--- src/rtl/inverse_cdf_angle_sampler_macros.svh ---
// assertion macros for the inverse cdf angle sampler
`ifndef INVERSE_CDF_ANGLE_SAMPLER_MACROS_SVH
`define INVERSE_CDF_ANGLE_SAMPLER_MACROS_SVH

// implication checked on every clock edge outside reset
`define ICAS_ASSERT_IMP(label, clk, rst, lhs, rhs) \
   label: assert property (@(posedge clk) disable iff (rst) (lhs) |-> (rhs)) \
      else $error("assertion failed");

// implication checked in the cycle after the left side holds
`define ICAS_ASSERT_NEXT(label, clk, rst, lhs, rhs) \
   label: assert property (@(posedge clk) disable iff (rst) (lhs) |=> (rhs)) \
      else $error("assertion failed");

`endif

--- src/rtl/icas_pkg.sv ---
// shared types, codes and constants of the inverse cdf angle sampler
`timescale 1ns / 1ps
package icas_pkg;
   localparam int TABLE_DEPTH_DEFAULT = 1024;
   localparam int ZEN_W = 15;
   localparam int AZ_W = 16;
   localparam int WEIGHT_W = 32;
   localparam int DRAW_W = 32;
   localparam int CUM_W = 42;
   localparam int ST_W = 3;
   localparam int FRAC_W = 16;
   localparam logic [AZ_W:0] AZ_FULL = 17'd46080;
   localparam logic [AZ_W:0] AZ_HALF = 17'd23040;

   localparam logic [1:0] ACT_CLEAR = 2'd0;
   localparam logic [1:0] ACT_LOAD = 2'd1;

   localparam logic [ST_W-1:0] ST_SAMPLED = 3'd0;
   localparam logic [ST_W-1:0] ST_STORED = 3'd1;
   localparam logic [ST_W-1:0] ST_FULL = 3'd2;
   localparam logic [ST_W-1:0] ST_NO_TABLE = 3'd3;
   localparam logic [ST_W-1:0] ST_CLEARED = 3'd4;

   typedef struct packed {
      logic clear_count;
      logic load_write;
      logic latch_draw;
      logic total_read;
      logic total_latch;
      logic mult_lo;
      logic mult_hi;
      logic search_init;
      logic search_step;
      logic pair_read;
      logic pair_latch;
      logic div_init;
      logic div_step;
      logic blend_prep;
      logic blend_mul;
      logic blend_sum;
      logic set_out;
      logic [ST_W-1:0] out_status;
   } cmd_type;

   typedef struct packed {
      logic table_full;
      logic table_empty;
      logic total_zero;
      logic search_done;
      logic hit_first;
      logic pair_bad;
      logic div_done;
   } stat_type;
endpackage

--- src/rtl/icas_control.sv ---
// controller state machine of the inverse cdf angle sampler
`timescale 1ns / 1ps
`include "inverse_cdf_angle_sampler_macros.svh"
module icas_control (
   input  logic               clock,
   input  logic               reset,
   input  logic               req_valid,
   output logic               req_stall,
   input  logic [1:0]         req_action,
   output logic               rsp_valid,
   input  logic               rsp_stall,
   input  icas_pkg::stat_type stat,
   output icas_pkg::cmd_type  cmd
);
   typedef enum logic [4:0] {
      S_IDLE, S_TOT_RD, S_TOT_WAIT, S_MUL_LO, S_MUL_HI, S_SINIT, S_SRD, S_SWAIT,
      S_SSTEP, S_P2RD, S_P1RD, S_P2LAT, S_P1LAT, S_DINIT, S_DSTEP, S_PREP,
      S_MUL, S_SUM, S_SET, S_OUT
   } state_type;

   state_type state_ff, state_in;
   logic      rsp_valid_ff, rsp_valid_in;
   logic      accept;

   assign req_stall = (state_ff != S_IDLE) || (rsp_valid_ff && rsp_stall);
   assign accept = req_valid && !req_stall;
   assign rsp_valid = rsp_valid_ff;

   always_comb begin
      cmd = '0;
      state_in = state_ff;
      rsp_valid_in = rsp_valid_ff && rsp_stall;
      case (state_ff)
         S_IDLE: begin
            if (accept) begin
               cmd.latch_draw = 1'b1;
               if (req_action == icas_pkg::ACT_CLEAR) begin
                  cmd.clear_count = 1'b1;
                  cmd.set_out = 1'b1;
                  cmd.out_status = icas_pkg::ST_CLEARED;
                  rsp_valid_in = 1'b1;
               end else if (req_action == icas_pkg::ACT_LOAD) begin
                  cmd.set_out = 1'b1;
                  rsp_valid_in = 1'b1;
                  if (stat.table_full) begin
                     cmd.out_status = icas_pkg::ST_FULL;
                  end else begin
                     cmd.load_write = 1'b1;
                     cmd.out_status = icas_pkg::ST_STORED;
                  end
               end else if (stat.table_empty) begin
                  cmd.set_out = 1'b1;
                  cmd.out_status = icas_pkg::ST_NO_TABLE;
                  rsp_valid_in = 1'b1;
               end else begin
                  state_in = S_TOT_RD;
               end
            end
         end
         S_TOT_RD: begin
            cmd.total_read = 1'b1;
            state_in = S_TOT_WAIT;
         end
         S_TOT_WAIT: begin
            if (stat.total_zero) begin
               cmd.set_out = 1'b1;
               cmd.out_status = icas_pkg::ST_NO_TABLE;
               state_in = S_OUT;
            end else begin
               cmd.total_latch = 1'b1;
               state_in = S_MUL_LO;
            end
         end
         S_MUL_LO: begin
            cmd.mult_lo = 1'b1;
            state_in = S_MUL_HI;
         end
         S_MUL_HI: begin
            cmd.mult_hi = 1'b1;
            state_in = S_SINIT;
         end
         S_SINIT: begin
            cmd.search_init = 1'b1;
            state_in = S_SRD;
         end
         S_SRD: begin
            if (stat.search_done) begin
               state_in = S_P2RD;
            end else begin
               state_in = S_SWAIT;
            end
         end
         S_SWAIT: state_in = S_SSTEP;
         S_SSTEP: begin
            cmd.search_step = 1'b1;
            state_in = S_SRD;
         end
         S_P2RD: begin
            cmd.pair_read = 1'b1;
            state_in = stat.hit_first ? S_P2LAT : S_P1RD;
         end
         S_P1RD: begin
            cmd.pair_read = 1'b1;
            cmd.pair_latch = 1'b1;
            state_in = S_P2LAT;
         end
         S_P2LAT: begin
            cmd.pair_latch = 1'b1;
            state_in = S_P1LAT;
         end
         S_P1LAT: state_in = S_DINIT;
         S_DINIT: begin
            if (stat.hit_first || stat.pair_bad) begin
               cmd.set_out = 1'b1;
               cmd.out_status = icas_pkg::ST_SAMPLED;
               state_in = S_OUT;
            end else begin
               cmd.div_init = 1'b1;
               state_in = S_DSTEP;
            end
         end
         S_DSTEP: begin
            if (stat.div_done) begin
               state_in = S_PREP;
            end else begin
               cmd.div_step = 1'b1;
            end
         end
         S_PREP: begin
            cmd.blend_prep = 1'b1;
            state_in = S_MUL;
         end
         S_MUL: begin
            cmd.blend_mul = 1'b1;
            state_in = S_SUM;
         end
         S_SUM: begin
            cmd.blend_sum = 1'b1;
            state_in = S_SET;
         end
         S_SET: begin
            cmd.set_out = 1'b1;
            cmd.out_status = icas_pkg::ST_SAMPLED;
            state_in = S_OUT;
         end
         S_OUT: begin
            if (!rsp_valid_ff || !rsp_stall) begin
               rsp_valid_in = 1'b1;
               state_in = S_IDLE;
            end
         end
         default: state_in = S_IDLE;
      endcase
   end

   always_ff @(posedge clock) begin
      if (reset) begin
         state_ff <= S_IDLE;
         rsp_valid_ff <= 1'b0;
      end else begin
         state_ff <= state_in;
         rsp_valid_ff <= rsp_valid_in;
      end
   end

   `ICAS_ASSERT_IMP(a_busy_stalls, clock, reset, state_ff != S_IDLE, req_stall)
   `ICAS_ASSERT_NEXT(a_held_rsp, clock, reset, rsp_valid_ff && rsp_stall, rsp_valid_ff)
   `ICAS_ASSERT_IMP(a_load_not_full, clock, reset, cmd.load_write, !stat.table_full)
   `ICAS_ASSERT_IMP(a_step_in_divide, clock, reset, cmd.div_step, state_ff == S_DSTEP)
endmodule

--- config.mk ---
export PLATFORM = sky130hd
export DESIGN_NAME = icas_control
export DESIGN_NICKNAME = d
export VERILOG_FILES = /design/src/rtl/icas_pkg.sv /design/src/rtl/icas_control.sv
export VERILOG_INCLUDE_DIRS = /design/src /design/src/rtl
export SDC_FILE = /design/constraint.sdc
export NUM_CORES = 1
export LEC_CHECK = 0
export BUFFER_PORTS_ARGS = -buffer_cell sky130_fd_sc_hd__buf_2
export CORE_UTILIZATION = 40
export DETAILED_ROUTE_END_ITERATION = 10
export PLACE_DENSITY = 0.81
export REMOVE_ABC_BUFFERS = 1
export SYNTH_ARGS = -nofsm -noshare
export SYNTH_HDL_FRONTEND = slang
export SYNTH_SLANG_ARGS = --single-unit
--- constraint.sdc ---
create_clock -name clock -period 1.48 [get_ports clock]
set_input_delay 0.296 -clock clock [delete_from_list [all_inputs] [get_ports clock]]
set_output_delay 0.296 -clock clock [all_outputs]
set_load 0.005 [all_outputs]
* Word level (Yosys, flattened, before mapping) *
Cells that the tools add are included.
Widths: inputs -> output; s select.

operators by class
  eq/ne operators = 26
  multiplexer cells = 47
  reduce and logical (&&, ||, !) cells = 15

operator list
  operator            count
  $pmux 5 s19         1
  $eq 5x4->1 const B  8
  $mux 5              8
  $mux 4              7
  $mux 1              26
  $eq 5x3->1 const B  4
  $eq 5x5->1 const B  4
  $pmux 4 s4          1
  $ne 2x2->1 const B  6
  $eq 5x2->1 const B  2
  $mux 3              2
  $reduce_and 6->1    1
  $reduce_or 2->1     3
  $eq 5x1->1 const B  1
  $logic_not 5->1     1
  $reduce_bool 5->1   1
  $logic_not 1->1     3
  $logic_or 1x1->1    3
  $eq 2x1->1 const B  1
  $logic_and 1x1->1   2
  $logic_not 2->1     1
  $mux 2              1
  $pmux 1 s2          1

word-level totals
  register bits after elaboration = 6
  input port bits = 13
  output and inout bits = 22
  logic and storage cells = 90

* Logic depth before layout (Yosys ltp) *
  depth in word-level cells = 6
  depth in mapped cells = 7
  mapped depth without buffers = 6

* Worst setup path after synthesis *
OpenSTA, ideal clock, no wires.

  kind = flip-flop to output port
  from = register state_ff[0]
  to = output port cmd[3] (netlist bit)
  data arrival time = 1,324 ps
  data required time = 1,184 ps
  path slack = -140 ps
  stages on the path, launching flop included = 8
  buffers on the path = 1
  cells stage by stage = dfxtp_1 clkbuf_1 or3_4 nor2_2 nand3_2 inv_2 nand2_1 nand3_1

RTL lines
  what                    line                 source
  from (decl)             icas_control.sv:21   state_type state_ff, state_in;
  from (signal assigned)  icas_control.sv:161  state_ff <= state_in;
  to (decl)               icas_control.sv:13   output icas_pkg::cmd_type cmd

* Worst setup path in the final report *
  from = register state_ff[1]
  to = register rsp_valid_ff (netlist: rsp_valid)

between the ends
  cells in the longest elaborated chain, start to end = 6
  elaborated cells between the ends (all ways) = 8
  classes of those cells = eq/ne: 1; mux: 2; reduce/logical: 5

RTL lines
  what                  line                 source
  $reduce_bool 5->1     icas_control.sv:25   assign req_stall = (state_ff != S_IDLE) || (rsp_valid_ff && rsp_stall);
  $logic_or 1x1->1      icas_control.sv:25
  $logic_not 1->1       icas_control.sv:26   assign accept = req_valid && !req_stall;
  $logic_and 1x1->1     icas_control.sv:26
  $mux 1                icas_control.sv:35   if (accept) begin
  $pmux 1 s2 *          icas_control.sv:33   case (state_ff)
  to (signal assigned)  icas_control.sv:162  rsp_valid_ff <= rsp_valid_in;
  to (decl)             icas_control.sv:22   logic rsp_valid_ff, rsp_valid_in;

Every way passes the cells marked *; elsewhere a longest branch is shown, timed or not.
A chain may end at the register's enable or synchronous reset.

==> results.py <==
metrics = {
    "power_and_ir_drop": {
        "power_density_nw_per_um2": 1872,
        "leakagePower_uw": 0.0007030,
        "irDropWorstVdd_mv": 1.264,
    },
    "placed_design": {
        "dp.cells": 175,
        "dp_hpwl_um": 1895,
        "dpl-instance-area_um2": 1066,
        "dp_slack_ps": -102.2,
        "io_buffers": 34,
        "place_congestion": 0.8243,
    },
    "worst_setup_path": {
        "critPathCaptureType": "register",
        "cp.required_ps": 1650,
        "worstSetupPathType": "register to register",
        "worst_setup_path_start_kind": "register",
        "cp.arrival_ps": 2100,
        "cp_max_fo": 5,
    },
    "sta": {
        "fin_crit_ps": 1929,
        "hold_ws_ps": 322.0,
        "finalWorstSetupSlack_ps": -449.4,
        "worstMarginPinSlew_ps": 383.5,
        "hold_viol_final": 0,
        "rsz0062_at_grt": "yes",
        "slew_headroom_pct": 74.37,
        "period_share_pct": 130.4,
        "setup_violations": 27,
        "max_freq_ghz": 0.5183,
        "finClkSkew_ps": 4.315,
        "drv_slew": 0,
    },
    "clocking": {
        "cts-buffers-inserted": 3,
        "path_clk_slew_ps": 50,
        "cts_hold_buf": 0,
        "cts_max_level": 1,
        "cts_root_buffer": "clkbuf_4",
        "numClockSinks": 6,
        "cts_max_path_buffers": 2,
        "clk_latency_ps": 260,
        "tritoncts": "done",
    },
    "synthesis": {
        "ys_seq_area_share_pct": 17.11,
        "synth_cell_type_count": 41,
        "ys_ff_latch": 6,
        "async_reset_ff_share_pct": 0,
        "syn_inst": 105,
        "synth_edf_count": 0,
        "syn_avg_cell_area_um2": 6.685,
        "ys.flop_type": "dfxtp_1",
        "yosysWarnings": 0,
        "syn_area_um2": 701.9,
    },
    "routing": {
        "drc": 3,
        "wirelength_um": 4684,
        "wl_per_cell_um": 23.90,
        "vias": 1347,
        "antenna_left": 0,
        "dr.first_iter.drc_count": 130,
        "firstDrtPassIters": 8,
        "viasPerCell": 6.872,
    },
    "floorplan": {
        "start_util_pct": 44.52,
        "ios": 35,
        "die_x_um": 43.89,
        "floorplan.rows": 14,
        "core_um2": 1577,
        "die_h_um": 43.89,
        "dieArea_um2": 1926,
    },
    "final_layout": {
        "stdcell_count": 196,
        "fillerInstances": 39,
        "final_common_cell": "buf_2",
        "drive_above_1_share_pct": 71.11,
        "stdcell_area_um2": 1506,
        "area_growth_pct": 114.6,
        "n_antenna_cell": 0,
        "post-route-util_pct": 95.56,
        "layout_common_cells": "buf_2, buf_4, buf_6",
        "layout.nets": 195,
    },
    "grt": {
        "antenna_found_initial": 0,
        "grt_pass1_vias": 1056,
        "grt_max_degree": 13,
        "grt_pass1_wl_um": 4774,
        "grt_overflow": 0,
        "grt_use_total_pct": 33.96,
    },
    "run_status": {
        "violations": "design-rule violations, negative setup slack",
        "outcome": "finished with violations",
    },
    "run": {
        "cap_violations": 0,
    },
    "worst_hold_path": {
        "min_path_type": "primary input to register",
    },
}
-- cells by family after synthesis --
family                 Yosys count  share of synthesized area [%]
AO/OA/AOI/OAI                   30                          30.66
flip-flops                       6                          17.11
AND/OR/NAND/NOR                 57                          44.74
XOR/XNOR                         1                          1.248
buffers and inverters           11                          6.239
-- path summary, 6_finish.rpt --
kind              cells past startpoint                        to                     start  slack (ps)
setup / recovery                     10      rsp_valid$_SDFF_PP0_  state_ff[1]$_SDFFE_PP0P_        -450
hold / removal                        2  state_ff[1]$_SDFFE_PP0P_                     reset         320
setup reg to reg                     10      rsp_valid$_SDFF_PP0_  state_ff[1]$_SDFFE_PP0P_        -450
hold reg to reg                       3  state_ff[1]$_SDFFE_PP0P_  state_ff[3]$_SDFFE_PP0P_         750
-- power by group --
| part | switching, µW | internal [µW] |
|---|---|---|
| logic | 1210 | 1160 |
| clock network | 76.3 | 92.9 |
| registers | 56.9 | 224 |
-- flip-flops by register name, indices dropped and copies added (netlist names) --
name	flops
rsp_valid	1
state_ff	5
-- per-layer routing --
layer / global-route usage, % / vias up / part of all wire (%)
met1: 36.00 / 590 / 33
li1: - / 540 / -
met4: 18.79 / 0 / 9.5
met3: 2.917 / 62 / 13
met2: 64.78 / 155 / 44
met5: 0 / - / 0
-- worst max-delay path, cell delays in order, from the launching register on --
cell and delay (ps):
dfxtp_2 330, or3_4 400, nor2_4 130, nand3_4 110, inv_2 110, nand2_2 90, buf_6 120, buf_4 130
buf_4 130, buf_4 120, a31oi_1 190
-- timing repair --
item                                    in CTS  in global routing
buffers inserted                            15                  6
endpoints found under the setup margin      26                 27
pin swaps                                   17                  8
gates resized for setup                     43                 22
hold endpoints to repair                     0                  0
-- final cells by class --
type / count / area (µm²) / share of cell area, %
clock buffer: 3 / 22.52 / 1.495
inverter: 4 / 15.01 / 0.9967
multi-input combinational: 88 / 763.2 / 50.66
sequential: 6 / 128.9 / 8.555
tap: 16 / 20.02 / 1.329
timing repair buffer: 79 / 556.8 / 36.96
-- cells in the mapped netlist (2+ instances only) --
| cell | number | area share, % |
|---|---|---|
| a21oi_1 | 8 | 5.7 |
| nor3b_1 | 3 | 3.2 |
| nor3_1 | 14 | 10 |
| nand2b_1 | 7 | 6.2 |
| nor4_1 | 2 | 1.8 |
| o21ai_0 | 5 | 3.6 |
| clkbuf_1 | 5 | 2.7 |
| nand2_1 | 8 | 4.3 |
| inv_1 | 3 | 1.6 |
| o211ai_1 | 3 | 3.2 |
| buf_2 | 2 | 1.4 |
| nor2_1 | 11 | 5.9 |
| dfxtp_1 | 6 | 17 |
-- through the flow --
step,power (µW),setup TNS [ps]
after floorplan,982.9,-1248
after global routing,2906,-7123
final,2820,-6028
after CTS,2284,-3796
after global placement,1556,-438.4
after detailed placement,1604,-751.5
No activity file was read; power rests on OpenSTA's default activity.
